<file path="src/hdl/wrlm_pkg.sv">
// Shared types and constants for the weighted region luma meter.
// Field widths, luma weights, register indexes, sequencer steps and control structs.
// No dependencies; every module of the block imports this package.
package wrlm_pkg;

    // payload and state widths
    localparam int SUM_W      = 37;
    localparam int CNT_W      = 24;
    localparam int WGT_W      = 16;
    localparam int GAIN_W     = 24;
    localparam int GAIN_FRAC  = 16;
    localparam int WB_W       = 16;
    localparam int WB_FRAC    = 12;
    localparam int TOT_W      = 57;
    localparam int PIX_TOT_W  = 44;
    localparam int MEAN_W     = 20;
    localparam int DATA_W     = 32;
    localparam int ADDR_W     = 4;

    // shared multiplier: A by B, product registered
    localparam int MA_W       = 40;
    localparam int MB_W       = 24;
    localparam int PROD_W     = 64;
    localparam int WBK_W      = 32;
    localparam int WBK_LO_W   = MB_W;
    localparam int ACC_W      = 91;
    localparam int SCALED_W   = SUM_W + GAIN_W - GAIN_FRAC;

    // dividend width after the smallest luma shift (pixel depth of 8)
    localparam int DVD_W      = ACC_W - WB_FRAC - 8;

    localparam logic [MEAN_W-1:0] MEAN_MAX       = '1;
    localparam logic [GAIN_W-1:0] TRIAL_GAIN_RST = 24'h01_0000;
    localparam logic [WB_W-1:0]   WB_GAIN_RST    = 16'h1000;

    // Rec.601 luma weights in Q0.16
    localparam logic [MB_W-1:0] LUMA_K_RED   = 24'd19595;
    localparam logic [MB_W-1:0] LUMA_K_GREEN = 24'd38470;
    localparam logic [MB_W-1:0] LUMA_K_BLUE  = 24'd7471;

    typedef enum logic [1:0] {
        REG_TRIAL_GAIN,
        REG_WB_RED,
        REG_WB_GREEN,
        REG_WB_BLUE
    } t_reg_idx;

    // sequencer step codes
    localparam int STEP_W = 3;
    typedef logic [STEP_W-1:0] t_step;

    localparam t_step IT_RED_SCALE   = 3'd0;
    localparam t_step IT_GREEN_SCALE = 3'd1;
    localparam t_step IT_RED_WEIGH   = 3'd2;
    localparam t_step IT_GREEN_WEIGH = 3'd3;
    localparam t_step IT_BLUE_SCALE  = 3'd4;
    localparam t_step IT_PIXELS      = 3'd5;
    localparam t_step IT_BLUE_WEIGH  = 3'd6;
    localparam t_step IT_BLUE_DONE   = 3'd7;

    localparam t_step MN_WBK_MUL     = 3'd0;
    localparam t_step MN_WBK_LATCH   = 3'd1;
    localparam t_step MN_LO_LO       = 3'd2;
    localparam t_step MN_LO_HI       = 3'd3;
    localparam t_step MN_HI_LO       = 3'd4;
    localparam t_step MN_HI_HI       = 3'd5;

    typedef enum logic [2:0] {
        ST_IDLE,
        ST_ITEM,
        ST_MEAN,
        ST_DRAIN,
        ST_DIV_START,
        ST_DIV,
        ST_PUT
    } t_state;

    typedef enum logic [1:0] {
        COL_RED,
        COL_GREEN,
        COL_BLUE
    } t_colour;

    typedef enum logic [2:0] {
        A_RED_SUM,
        A_GREEN_SUM,
        A_BLUE_SUM,
        A_CLIP,
        A_COUNT,
        A_WB,
        A_TOT_LO,
        A_TOT_HI
    } t_a_sel;

    typedef enum logic [2:0] {
        B_GAIN,
        B_WEIGHT,
        B_LUMA_K,
        B_WBK_LO,
        B_WBK_HI
    } t_b_sel;

    typedef enum logic [2:0] {
        WB_NONE,
        WB_RED,
        WB_GREEN,
        WB_BLUE,
        WB_PIXELS
    } t_wb_sel;

    typedef enum logic [1:0] {
        SH_0,
        SH_24,
        SH_40,
        SH_64
    } t_shift;

    typedef struct packed {
        logic [MA_W-1:0] a;
        logic [MB_W-1:0] b;
        logic            acc_en;
        logic            acc_load;
        t_shift          shift;
    } t_mac_op;

    typedef struct packed {
        logic     in_ready;
        t_a_sel   a_sel;
        t_b_sel   b_sel;
        t_colour  col;
        logic     clip_en;
        t_wb_sel  wb_sel;
        logic     wbk_load;
        logic     acc_en;
        logic     acc_load;
        t_shift   shift;
        logic     div_start;
        logic     res_zero;
        logic     res_div;
        logic     clear;
        logic     out_load;
    } t_ctrl;

    typedef struct packed {
        logic in_valid;
        logic last;
        logic wpt_zero;
        logic div_done;
        logic out_free;
    } t_status;

endpackage

</file>
<file path="src/hdl/wrlm_mac.sv">
// Shared multiply-accumulate unit: registered 40x24 product, then a shifted add into a
// 91-bit accumulator in the following cycle. Depends on wrlm_pkg.
module wrlm_mac (
    input  logic                           i_clk,
    input  logic                           i_rst_n,
    input  wrlm_pkg::t_mac_op              i_op,
    output logic [wrlm_pkg::PROD_W-1:0]    o_prod,
    output logic [wrlm_pkg::ACC_W-1:0]     o_acc
);
    import wrlm_pkg::*;

    logic [PROD_W-1:0] r_prod;
    logic              r_acc_en;
    logic              r_acc_load;
    t_shift            r_shift;
    logic [ACC_W-1:0]  r_acc;
    logic [ACC_W-1:0]  addend;
    logic [ACC_W-1:0]  n_acc;

    always_ff @(posedge i_clk) begin
        r_prod <= PROD_W'(i_op.a) * PROD_W'(i_op.b);
    end

    always_ff @(posedge i_clk) begin
        if (!i_rst_n) begin
            r_acc_en   <= 1'b0;
            r_acc_load <= 1'b0;
            r_shift    <= SH_0;
        end else begin
            r_acc_en   <= i_op.acc_en;
            r_acc_load <= i_op.acc_load;
            r_shift    <= i_op.shift;
        end
    end

    always_comb begin
        unique case (r_shift)
            SH_0:  addend = ACC_W'(r_prod);
            SH_24: addend = ACC_W'(r_prod) << 24;
            SH_40: addend = ACC_W'(r_prod) << 40;
            SH_64: addend = ACC_W'(r_prod) << 64;
        endcase
        n_acc = (r_acc_load ? '0 : r_acc) + addend;
    end

    always_ff @(posedge i_clk) begin
        if (r_acc_en) begin
            r_acc <= n_acc;
        end
    end

    assign o_prod = r_prod;
    assign o_acc  = r_acc;

endmodule

</file>
<file path="src/hdl/wrlm_div.sv">
// Restoring divider, one quotient bit per cycle, 20-bit quotient with saturation.
// Depends on wrlm_pkg for widths.
module wrlm_div (
    input  logic                              i_clk,
    input  logic                              i_rst_n,
    input  logic                              i_start,
    input  logic [wrlm_pkg::DVD_W-1:0]        i_dividend,
    input  logic [wrlm_pkg::PIX_TOT_W-1:0]    i_divisor,
    output logic                              o_done,
    output logic [wrlm_pkg::MEAN_W-1:0]       o_quot
);
    import wrlm_pkg::*;

    localparam int REM_W = PIX_TOT_W + MEAN_W;
    localparam int CNT_W_D = $clog2(MEAN_W);
    localparam logic [CNT_W_D-1:0] CNT_LAST = CNT_W_D'(MEAN_W - 1);

    logic [REM_W-1:0]   r_rem;
    logic [REM_W-1:0]   r_dsh;
    logic [MEAN_W-1:0]  r_quot;
    logic [CNT_W_D-1:0] r_cnt;
    logic               r_busy;
    logic               r_done;
    logic [REM_W-1:0]   limit;
    logic               sat;
    logic [REM_W:0]     diff;
    logic               fits;

    always_comb begin
        limit = {i_divisor, {MEAN_W{1'b0}}};
        sat   = i_dividend >= DVD_W'(limit);
        diff  = {1'b0, r_rem} - {1'b0, r_dsh};
        fits  = !diff[REM_W];
    end

    always_ff @(posedge i_clk) begin
        if (!i_rst_n) begin
            r_busy <= 1'b0;
            r_done <= 1'b0;
            r_cnt  <= '0;
        end else begin
            r_done <= 1'b0;
            if (i_start) begin
                r_busy <= !sat;
                r_done <= sat;
                r_cnt  <= '0;
            end else if (r_busy) begin
                r_cnt <= r_cnt + 1'b1;
                if (r_cnt == CNT_LAST) begin
                    r_busy <= 1'b0;
                    r_done <= 1'b1;
                end
            end
        end
    end

    always_ff @(posedge i_clk) begin
        if (i_start) begin
            r_rem  <= i_dividend[REM_W-1:0];
            r_dsh  <= REM_W'(i_divisor) << (MEAN_W - 1);
            r_quot <= sat ? MEAN_MAX : '0;
        end else if (r_busy) begin
            if (fits) begin
                r_rem <= diff[REM_W-1:0];
            end
            r_dsh  <= r_dsh >> 1;
            r_quot <= {r_quot[MEAN_W-2:0], fits};
        end
    end

    assign o_done = r_done;
    assign o_quot = r_quot;

endmodule

</file>
<file path="src/hdl/wrlm_ctrl.sv">
// Sequencer for the luma meter: walks the item, mean and divide steps and drives
// the shared multiplier, write-back and result controls. Depends on wrlm_pkg.
module wrlm_ctrl (
    input  logic              i_clk,
    input  logic              i_rst_n,
    input  wrlm_pkg::t_status i_stat,
    output wrlm_pkg::t_ctrl   o_ctl
);
    import wrlm_pkg::*;

    t_state  r_state, n_state;
    t_step   r_step,  n_step;
    t_colour r_col,   n_col;

    always_ff @(posedge i_clk) begin
        if (!i_rst_n) begin
            r_state <= ST_IDLE;
            r_step  <= '0;
            r_col   <= COL_RED;
        end else begin
            r_state <= n_state;
            r_step  <= n_step;
            r_col   <= n_col;
        end
    end

    // next state
    always_comb begin
        n_state = r_state;
        n_step  = r_step;
        n_col   = r_col;
        unique case (r_state)
            ST_IDLE: begin
                if (i_stat.in_valid) begin
                    n_state = ST_ITEM;
                    n_step  = IT_RED_SCALE;
                end
            end
            ST_ITEM: begin
                if (r_step == IT_BLUE_DONE) begin
                    n_step = IT_RED_SCALE;
                    if (i_stat.last) begin
                        n_col   = COL_RED;
                        n_state = i_stat.wpt_zero ? ST_PUT : ST_MEAN;
                    end else if (!i_stat.in_valid) begin
                        n_state = ST_IDLE;
                    end
                end else begin
                    n_step = r_step + 1'b1;
                end
            end
            ST_MEAN: begin
                if (r_step == MN_HI_HI) begin
                    n_step = MN_WBK_MUL;
                    unique case (r_col)
                        COL_RED:   n_col = COL_GREEN;
                        COL_GREEN: n_col = COL_BLUE;
                        default:   n_state = ST_DRAIN;
                    endcase
                end else begin
                    n_step = r_step + 1'b1;
                end
            end
            ST_DRAIN:     n_state = ST_DIV_START;
            ST_DIV_START: n_state = ST_DIV;
            ST_DIV: begin
                if (i_stat.div_done) begin
                    n_state = ST_PUT;
                end
            end
            ST_PUT: begin
                if (i_stat.out_free) begin
                    n_state = ST_IDLE;
                end
            end
            default: n_state = ST_IDLE;
        endcase
    end

    // outputs
    always_comb begin
        o_ctl = '{
            in_ready:  1'b0,
            a_sel:     A_RED_SUM,
            b_sel:     B_GAIN,
            col:       r_col,
            clip_en:   1'b0,
            wb_sel:    WB_NONE,
            wbk_load:  1'b0,
            acc_en:    1'b0,
            acc_load:  1'b0,
            shift:     SH_0,
            div_start: 1'b0,
            res_zero:  1'b0,
            res_div:   1'b0,
            clear:     1'b0,
            out_load:  1'b0
        };
        unique case (r_state)
            ST_IDLE: o_ctl.in_ready = 1'b1;
            ST_ITEM: begin
                unique case (r_step)
                    IT_RED_SCALE: begin
                        o_ctl.a_sel = A_RED_SUM;
                        o_ctl.b_sel = B_GAIN;
                    end
                    IT_GREEN_SCALE: begin
                        o_ctl.a_sel   = A_GREEN_SUM;
                        o_ctl.b_sel   = B_GAIN;
                        o_ctl.clip_en = 1'b1;
                    end
                    IT_RED_WEIGH: begin
                        o_ctl.a_sel   = A_CLIP;
                        o_ctl.b_sel   = B_WEIGHT;
                        o_ctl.clip_en = 1'b1;
                    end
                    IT_GREEN_WEIGH: begin
                        o_ctl.a_sel  = A_CLIP;
                        o_ctl.b_sel  = B_WEIGHT;
                        o_ctl.wb_sel = WB_RED;
                    end
                    IT_BLUE_SCALE: begin
                        o_ctl.a_sel  = A_BLUE_SUM;
                        o_ctl.b_sel  = B_GAIN;
                        o_ctl.wb_sel = WB_GREEN;
                    end
                    IT_PIXELS: begin
                        o_ctl.a_sel   = A_COUNT;
                        o_ctl.b_sel   = B_WEIGHT;
                        o_ctl.clip_en = 1'b1;
                    end
                    IT_BLUE_WEIGH: begin
                        o_ctl.a_sel  = A_CLIP;
                        o_ctl.b_sel  = B_WEIGHT;
                        o_ctl.wb_sel = WB_PIXELS;
                    end
                    IT_BLUE_DONE: begin
                        o_ctl.wb_sel   = WB_BLUE;
                        o_ctl.in_ready = !i_stat.last;
                        if (i_stat.last && i_stat.wpt_zero) begin
                            o_ctl.res_zero = 1'b1;
                            o_ctl.clear    = 1'b1;
                        end
                    end
                endcase
            end
            ST_MEAN: begin
                priority case (r_step)
                    MN_WBK_MUL: begin
                        o_ctl.a_sel = A_WB;
                        o_ctl.b_sel = B_LUMA_K;
                    end
                    MN_WBK_LATCH: o_ctl.wbk_load = 1'b1;
                    MN_LO_LO: begin
                        o_ctl.a_sel    = A_TOT_LO;
                        o_ctl.b_sel    = B_WBK_LO;
                        o_ctl.acc_en   = 1'b1;
                        o_ctl.acc_load = (r_col == COL_RED);
                        o_ctl.shift    = SH_0;
                    end
                    MN_LO_HI: begin
                        o_ctl.a_sel  = A_TOT_LO;
                        o_ctl.b_sel  = B_WBK_HI;
                        o_ctl.acc_en = 1'b1;
                        o_ctl.shift  = SH_24;
                    end
                    MN_HI_LO: begin
                        o_ctl.a_sel  = A_TOT_HI;
                        o_ctl.b_sel  = B_WBK_LO;
                        o_ctl.acc_en = 1'b1;
                        o_ctl.shift  = SH_40;
                    end
                    MN_HI_HI: begin
                        o_ctl.a_sel  = A_TOT_HI;
                        o_ctl.b_sel  = B_WBK_HI;
                        o_ctl.acc_en = 1'b1;
                        o_ctl.shift  = SH_64;
                    end
                    default: o_ctl.wbk_load = 1'b0;
                endcase
            end
            ST_DRAIN: o_ctl.acc_en = 1'b0;
            ST_DIV_START: begin
                o_ctl.div_start = 1'b1;
                o_ctl.clear     = 1'b1;
            end
            ST_DIV:  o_ctl.res_div  = i_stat.div_done;
            ST_PUT:  o_ctl.out_load = i_stat.out_free;
            default: o_ctl.in_ready = 1'b0;
        endcase
    end

endmodule

</file>
<file path="src/hdl/weighted_region_luma_meter_core.sv">
// Weighted region luma meter, top level. Each region beat is worked through the item steps
// on the shared multiplier, and a new beat is taken in the last of them, so regions overlap.
// After the last region the totals are mixed into luma, divided by the weighted pixel count
// and loaded as the result; with zero weighted pixels the result is loaded without division.
// The result register holds its beat while the next frame's regions are accepted.
// Reset (synchronous, active low) clears the totals and sets unity gains.
module weighted_region_luma_meter_core #(
    parameter int PIXEL_BITS = 13
) (
    input  logic                               i_clk,
    input  logic                               i_rst_n,
    // region channel
    input  logic                               i_in_valid,
    output logic                               o_in_stall,
    input  logic [wrlm_pkg::SUM_W-1:0]         i_red_sum,
    input  logic [wrlm_pkg::SUM_W-1:0]         i_green_sum,
    input  logic [wrlm_pkg::SUM_W-1:0]         i_blue_sum,
    input  logic [wrlm_pkg::CNT_W-1:0]         i_pixel_count,
    input  logic [wrlm_pkg::WGT_W-1:0]         i_region_weight,
    input  logic                               i_last_region,
    // result channel
    output logic                               o_out_valid,
    input  logic                               i_out_stall,
    output logic [wrlm_pkg::MEAN_W-1:0]        o_mean_luma,
    output logic                               o_no_weighted_pixels,
    // configuration
    input  logic                               psel,
    input  logic                               penable,
    input  logic                               pwrite,
    input  logic [wrlm_pkg::ADDR_W-1:0]        paddr,
    input  logic [wrlm_pkg::DATA_W-1:0]        pwdata,
    output logic [wrlm_pkg::DATA_W-1:0]        prdata,
    output logic                               pready
);
    import wrlm_pkg::*;

    localparam int LIM_W   = PIXEL_BITS + CNT_W;
    localparam int Y_SHIFT = WB_FRAC + PIXEL_BITS;

    t_ctrl   ctl;
    t_status stat;
    t_mac_op mac_op;

    logic [GAIN_W-1:0] r_trial_gain;
    logic [WB_W-1:0]   r_wb_red, r_wb_green, r_wb_blue;

    logic [SUM_W-1:0]  r_red_sum, r_green_sum, r_blue_sum;
    logic [CNT_W-1:0]  r_count;
    logic [WGT_W-1:0]  r_weight;
    logic              r_last;

    logic [LIM_W-1:0]     r_clip, n_clip;
    logic [WBK_W-1:0]     r_wbk;
    logic [TOT_W-1:0]     r_tot_red, r_tot_green, r_tot_blue;
    logic [PIX_TOT_W-1:0] r_wpt;
    logic [MEAN_W-1:0]    r_res_mean, r_mean;
    logic                 r_res_flag, r_flag, r_out_valid;

    logic [PROD_W-1:0]    prod;
    logic [ACC_W-1:0]     acc;
    logic                 div_done;
    logic [MEAN_W-1:0]    quot;

    logic                 capture;
    logic                 cfg_wr;
    t_reg_idx             cfg_idx;

    logic [SCALED_W-1:0]  scaled;
    logic [LIM_W-1:0]     limit;
    logic [TOT_W-1:0]     tot_mean, tot_wb, tot_sat;
    logic [TOT_W:0]       tot_sum;
    logic [PIX_TOT_W:0]   pix_sum;
    logic [PIX_TOT_W-1:0] pix_sat;
    logic [WB_W-1:0]      wb_sel;
    logic [MB_W-1:0]      k_sel;
    logic [MA_W-1:0]      op_a;
    logic [MB_W-1:0]      op_b;

    // configuration port
    assign pready  = 1'b1;
    assign cfg_idx = t_reg_idx'(paddr[3:2]);
    assign cfg_wr  = psel && penable && pwrite && pready;

    always_ff @(posedge i_clk) begin
        if (!i_rst_n) begin
            r_trial_gain <= TRIAL_GAIN_RST;
            r_wb_red     <= WB_GAIN_RST;
            r_wb_green   <= WB_GAIN_RST;
            r_wb_blue    <= WB_GAIN_RST;
        end else if (cfg_wr) begin
            unique case (cfg_idx)
                REG_TRIAL_GAIN: r_trial_gain <= pwdata[GAIN_W-1:0];
                REG_WB_RED:     r_wb_red     <= pwdata[WB_W-1:0];
                REG_WB_GREEN:   r_wb_green   <= pwdata[WB_W-1:0];
                REG_WB_BLUE:    r_wb_blue    <= pwdata[WB_W-1:0];
            endcase
        end
    end

    always_comb begin
        unique case (cfg_idx)
            REG_TRIAL_GAIN: prdata = DATA_W'(r_trial_gain);
            REG_WB_RED:     prdata = DATA_W'(r_wb_red);
            REG_WB_GREEN:   prdata = DATA_W'(r_wb_green);
            REG_WB_BLUE:    prdata = DATA_W'(r_wb_blue);
        endcase
    end

    // sequencer
    assign stat = '{
        in_valid: i_in_valid,
        last:     r_last,
        wpt_zero: (r_wpt == '0),
        div_done: div_done,
        out_free: !r_out_valid || !i_out_stall
    };

    wrlm_ctrl u_ctrl (
        .i_clk   (i_clk),
        .i_rst_n (i_rst_n),
        .i_stat  (stat),
        .o_ctl   (ctl)
    );

    assign o_in_stall = !ctl.in_ready;
    assign capture    = ctl.in_ready && i_in_valid;

    always_ff @(posedge i_clk) begin
        if (capture) begin
            r_red_sum   <= i_red_sum;
            r_green_sum <= i_green_sum;
            r_blue_sum  <= i_blue_sum;
            r_count     <= i_pixel_count;
            r_weight    <= i_region_weight;
        end
    end

    always_ff @(posedge i_clk) begin
        if (!i_rst_n) begin
            r_last <= 1'b0;
        end else if (capture) begin
            r_last <= i_last_region;
        end
    end

    // operand selection for the shared multiplier
    always_comb begin
        unique case (ctl.col)
            COL_RED: begin
                tot_mean = r_tot_red;
                wb_sel   = r_wb_red;
                k_sel    = LUMA_K_RED;
            end
            COL_GREEN: begin
                tot_mean = r_tot_green;
                wb_sel   = r_wb_green;
                k_sel    = LUMA_K_GREEN;
            end
            default: begin
                tot_mean = r_tot_blue;
                wb_sel   = r_wb_blue;
                k_sel    = LUMA_K_BLUE;
            end
        endcase

        unique case (ctl.a_sel)
            A_RED_SUM:   op_a = MA_W'(r_red_sum);
            A_GREEN_SUM: op_a = MA_W'(r_green_sum);
            A_BLUE_SUM:  op_a = MA_W'(r_blue_sum);
            A_CLIP:      op_a = MA_W'(r_clip);
            A_COUNT:     op_a = MA_W'(r_count);
            A_WB:        op_a = MA_W'(wb_sel);
            A_TOT_LO:    op_a = tot_mean[MA_W-1:0];
            A_TOT_HI:    op_a = MA_W'(tot_mean[TOT_W-1:MA_W]);
        endcase

        unique case (ctl.b_sel)
            B_GAIN:   op_b = r_trial_gain;
            B_WEIGHT: op_b = MB_W'(r_weight);
            B_LUMA_K: op_b = k_sel;
            B_WBK_LO: op_b = r_wbk[WBK_LO_W-1:0];
            B_WBK_HI: op_b = MB_W'(r_wbk[WBK_W-1:WBK_LO_W]);
            default:  op_b = '0;
        endcase
    end

    assign mac_op = '{
        a:        op_a,
        b:        op_b,
        acc_en:   ctl.acc_en,
        acc_load: ctl.acc_load,
        shift:    ctl.shift
    };

    wrlm_mac u_mac (
        .i_clk   (i_clk),
        .i_rst_n (i_rst_n),
        .i_op    (mac_op),
        .o_prod  (prod),
        .o_acc   (acc)
    );

    // clip the gained sum to full scale times the pixel count
    always_comb begin
        scaled = prod[GAIN_FRAC +: SCALED_W];
        limit  = (LIM_W'(r_count) << PIXEL_BITS) - LIM_W'(r_count);
        n_clip = (scaled > SCALED_W'(limit)) ? limit : scaled[LIM_W-1:0];
    end

    always_ff @(posedge i_clk) begin
        if (ctl.clip_en) begin
            r_clip <= n_clip;
        end
        if (ctl.wbk_load) begin
            r_wbk <= prod[WBK_W-1:0];
        end
    end

    // saturating write-back of the totals
    always_comb begin
        unique case (ctl.wb_sel)
            WB_RED:   tot_wb = r_tot_red;
            WB_GREEN: tot_wb = r_tot_green;
            default:  tot_wb = r_tot_blue;
        endcase
        tot_sum = {1'b0, tot_wb} + {1'b0, prod[TOT_W-1:0]};
        tot_sat = tot_sum[TOT_W] ? '1 : tot_sum[TOT_W-1:0];
        pix_sum = {1'b0, r_wpt} + {1'b0, prod[PIX_TOT_W-1:0]};
        pix_sat = pix_sum[PIX_TOT_W] ? '1 : pix_sum[PIX_TOT_W-1:0];
    end

    always_ff @(posedge i_clk) begin
        if (!i_rst_n || ctl.clear) begin
            r_tot_red   <= '0;
            r_tot_green <= '0;
            r_tot_blue  <= '0;
            r_wpt       <= '0;
        end else begin
            unique case (ctl.wb_sel)
                WB_RED:    r_tot_red   <= tot_sat;
                WB_GREEN:  r_tot_green <= tot_sat;
                WB_BLUE:   r_tot_blue  <= tot_sat;
                WB_PIXELS: r_wpt       <= pix_sat;
                default:   r_wpt       <= r_wpt;
            endcase
        end
    end

    // mean = (Y >> Y_SHIFT) / weighted pixels
    wrlm_div u_div (
        .i_clk      (i_clk),
        .i_rst_n    (i_rst_n),
        .i_start    (ctl.div_start),
        .i_dividend (DVD_W'(acc >> Y_SHIFT)),
        .i_divisor  (r_wpt),
        .o_done     (div_done),
        .o_quot     (quot)
    );

    always_ff @(posedge i_clk) begin
        if (ctl.res_zero) begin
            r_res_mean <= '0;
            r_res_flag <= 1'b1;
        end else if (ctl.res_div) begin
            r_res_mean <= quot;
            r_res_flag <= 1'b0;
        end
    end

    // result register; hold until the beat is taken
    always_ff @(posedge i_clk) begin
        if (!i_rst_n) begin
            r_out_valid <= 1'b0;
        end else if (ctl.out_load) begin
            r_out_valid <= 1'b1;
        end else if (!i_out_stall) begin
            r_out_valid <= 1'b0;
        end
    end

    always_ff @(posedge i_clk) begin
        if (ctl.out_load) begin
            r_mean <= r_res_mean;
            r_flag <= r_res_flag;
        end
    end

    assign o_out_valid          = r_out_valid;
    assign o_mean_luma          = r_mean;
    assign o_no_weighted_pixels = r_flag;

endmodule
</file>
<file path="config.mk">
export PLATFORM = sky130hd
export DESIGN_NAME = weighted_region_luma_meter_core
export DESIGN_NICKNAME = d
export VERILOG_FILES = /design/src/hdl/wrlm_pkg.sv /design/src/hdl/wrlm_mac.sv /design/src/hdl/wrlm_div.sv /design/src/hdl/wrlm_ctrl.sv /design/src/hdl/weighted_region_luma_meter_core.sv
export SDC_FILE = /design/constraint.sdc
export NUM_CORES = 2
export LEC_CHECK = 0
export BUFFER_PORTS_ARGS = -buffer_cell sky130_fd_sc_hd__buf_2
export CELL_PAD_IN_SITES_DETAIL_PLACEMENT = 0
export CELL_PAD_IN_SITES_GLOBAL_PLACEMENT = 1
export CORE_MARGIN = 2
export CORE_UTILIZATION = 40
export CTS_CLUSTER_DIAMETER = 120
export DETAILED_ROUTE_END_ITERATION = 12
export PLACE_DENSITY = 0.68
export SETUP_SLACK_MARGIN = 0.2
export SYNTH_ARGS = -nofsm -noshare
export SYNTH_HDL_FRONTEND = slang
export SYNTH_SLANG_ARGS = --single-unit
</file>
<file path="constraint.sdc">
create_clock -name i_clk -period 11.71 [get_ports i_clk]
set_input_delay 1.7565 -clock i_clk [delete_from_list [all_inputs] [get_ports i_clk]]
set_output_delay 1.7565 -clock i_clk [all_outputs]
set_load 0.01 [all_outputs]
</file>
==> results.yml <==
timing:
  slew_viol_final: 0
  holdWs_ns: 0.4302
  slew_headroom: 0.1308
  final.setup_skew_ns: 0.08584
  worst_pin_slew_ns: 1.304
  min_period_ns: 11.19
  min_period_over_period: 0.9558
  grt_setup_unrepaired: "no"
  max_freq_mhz: 89.34
  setup_viol: 0
  hold_violations: 0
  worst_slack_ns: 0.5172
  setup_tns_ns: 0
synth:
  synthDominantCellAreaShare: 0.1993
  ys.flop_type: "edfxtp_1"
  synth_edf_count: 460
  synthTopCellsByArea: "fa_1 (20%), edfxtp_1 (16%), dfxtp_1 (9.8%)"
  syn_area_per_cell_um2: 8.808
  seq_area_frac_synth: 0.2621
  synth_seq_cells: 872
  yosys.area.top_type: "fa_1"
  ys_async_sr_fraction: 0
  syn_area_um2: 84160
  syn_inst: 9555
  synth_cell_types: 110
  yosysWarnings: 0
outcome:
  outcome: "finished, final reports clean"
global_route:
  grt_pass1_wl_um: 458300
  antenna_found_initial: 22
  grt_pass1_vias: 69020
  track_usage: 0.2854
  grt_max_degree: 172
  grt_overflow: 0
critical_path:
  cpMostUsedCell: "fa_1"
  cp_slowest_cell: "dfxtp_1"
  crit_arrival_ns: 11.83
  cp_slowest_stage_delay_ns: 0.75
  worstSetupPathType: "reg2reg"
  end_kind: "register"
  worstPathRequired_ns: 12.34
  worst_setup_path_start_kind: "register"
  path_max_fanout: 28
drt:
  wire_per_inst_um: 24.76
  drtPass1Iterations: 8
  wirelength_um: 309200
  viasPerCell: 5.584
  vias: 69750
  remaining_drc_errors: 0
  drtAntennaViolNets: 0
  drt_iter0_drc: 6156
floorplan:
  dieArea_um2: 214100
  initial_core_util: 0.4020
  dieHeight_um: 462.7
  core_area_um2: 209400
  num_io_pins: 251
  die_w_um: 462.7
  core.rowCount: 168
finish:
  post_route_cells_drive_above_1_share: 0.08704
  final_area_um2: 92740
  n_fill_cell: 20670
  syn_to_final_growth_pct: 10.20
  final_util: 0.4430
  final_nets: 11160
pwr:
  ir_drop_uv: 132.1
  power_density_nw_per_um2: 151.9
  p_leak_nw: 40.82
placed_design:
  placement.io_buffers: 231
  dp_hpwl_um: 240100
  pre_cts_ws_ns: 0.6676
  place.gp.congestion: 0.9640
  place_area_um2: 88760
clock_tree:
  ctsRootBufferMaster: "clkbuf_16"
  cts_buffer_depth: 3
  htreeDepth: 3
  cts_num_sinks: 872
  cts_tree: "yes"
  clock_latency_ns: 0.79
  numCtsBuffers: 109
  clk_pin_slew_ns: 0.07
hold_path:
  worst_hold_path_type: "reg2reg"
job:
  maxCapViolCount: 0
[worst max-delay path, delay by kind of cell (launching register included)]
family                     cells  cell delay (ns)
AOI/OAI and AO/OA             12             4.22
xor gates and xnor gates       1             0.15
adders and majority gates      9             4.19
buffers and inverters          8             1.07
DFF                            1             0.75
muxes                          1             0.12
and+or+nand+nor                3             0.49
[report_power, final]
group | switching, W | total (W) | internal (W)
Sequential | 0.000269 | 0.00385 | 0.00358
Clock | 0.00151 | 0.00369 | 0.00218
Combinational | 0.00443 | 0.00655 | 0.00212
[timing repair]
item                       CTS  global route
setup endpoints to repair    0            13
hold buffers                 0             0
gates resized for setup      0            11
buffers inserted             0             2
[through the flow]
step | instances | total power, W
global route | 12480 | 0.01483
finish | 12490 | 0.01409
floorplan | 9562 | 0.007773
global placement | 12270 | 0.01033
detailed placement | 12270 | 0.01035
CTS | 12480 | 0.01408
[state kept, by name (all words and copies together), names as in the netlist, 44 cells and up]
| register | count |
|---|---|
| r_tot_red | 57 |
| u_mac.o_prod | 64 |
| r_wpt | 44 |
| r_tot_green | 57 |
| r_tot_blue | 57 |
| u_div.r_rem | 64 |
| u_mac.o_acc | 91 |
| u_div.r_dsh | 63 |
[logic make-up (layout without fill, tap and decap cells)]
group	count (synthesis)	in the layout	share of synthesized area
multiplexers	187	187	0.02740
XOR/XNOR	333	333	0.03466
flip-flops	872	872	0.2621
AO/OA/AOI/OAI	2068	2068	0.1569
buffers and inverters	1717	1829	0.07838
adder cells (fa/ha/maj)	1382	1382	0.2802
AND/OR/NAND/NOR	2994	2994	0.1602
other	2	21	0.00008924
[per-layer routing]
metal  vias up  part of all wire  routed length, um  track usage
met4        21             0.065              20170       0.1594
met1     34680              0.43             132100       0.3840
met3       553             0.067              20660      0.04583
li1      32010                 -                  -            -
met2      2489              0.44             136100       0.4375
met5         -           0.00059                181            0
[cells in the final DEF, fill, tap and decap left out, types with 239 or more instances in the layout]
cell / n
nand2_1: 1422
inv_1: 1157
fa_1: 838
nor2_1: 604
a21oi_1: 571
ha_1: 544
edfxtp_1: 460
o21ai_0: 443
dfxtp_1: 406
and2_1: 274
a21o_1: 239
[synthesized netlist by cell type, drive strengths merged (20+ instances only)]
master,count
a211oi,160
a21boi,84
a21o,240
a21oi,582
a221oi,20
a22oi,81
a31oi,72
and2,276
and3,50
buf,128
clkbuf,430
dfxtp,412
edfxtp,460
fa,838
ha,544
inv,1158
mux2i,146
mux4,34
nand2,1425
nand2b,66
nand3,140
nand4,101
nor2,613
nor2b,152
nor3,73
nor4,38
o211ai,21
o21a,40
o21ai,513
o21bai,57
o31ai,20
xnor2,199
xor2,134
[path summary, 6_finish.rpt]
path                         start          endpoint  slack (ns)  cells past startpoint
hold reg to reg     r_res_mean[15]   o_mean_luma[15]        0.43                      0
hold / removal      r_res_mean[15]   o_mean_luma[15]        0.43                      0
setup / recovery  u_ctrl.r_step[2]  u_mac.o_prod[53]        0.52                     34
setup reg to reg  u_ctrl.r_step[2]  u_mac.o_prod[53]        0.52                     34
[cell type report]
type	count	area (um^2)	area share
diodes	12	30.03	0.0003238
well taps	2805	3510	0.03784
multi-input cells	6973	55950	0.6033
repair buffers	463	2935	0.03165
clock buffers	135	2938	0.03168
clock inverters	72	952.2	0.01027
flip-flops and latches	872	22080	0.2380
inverters	1159	4350	0.04691
(Power assumes the default switching activity.)
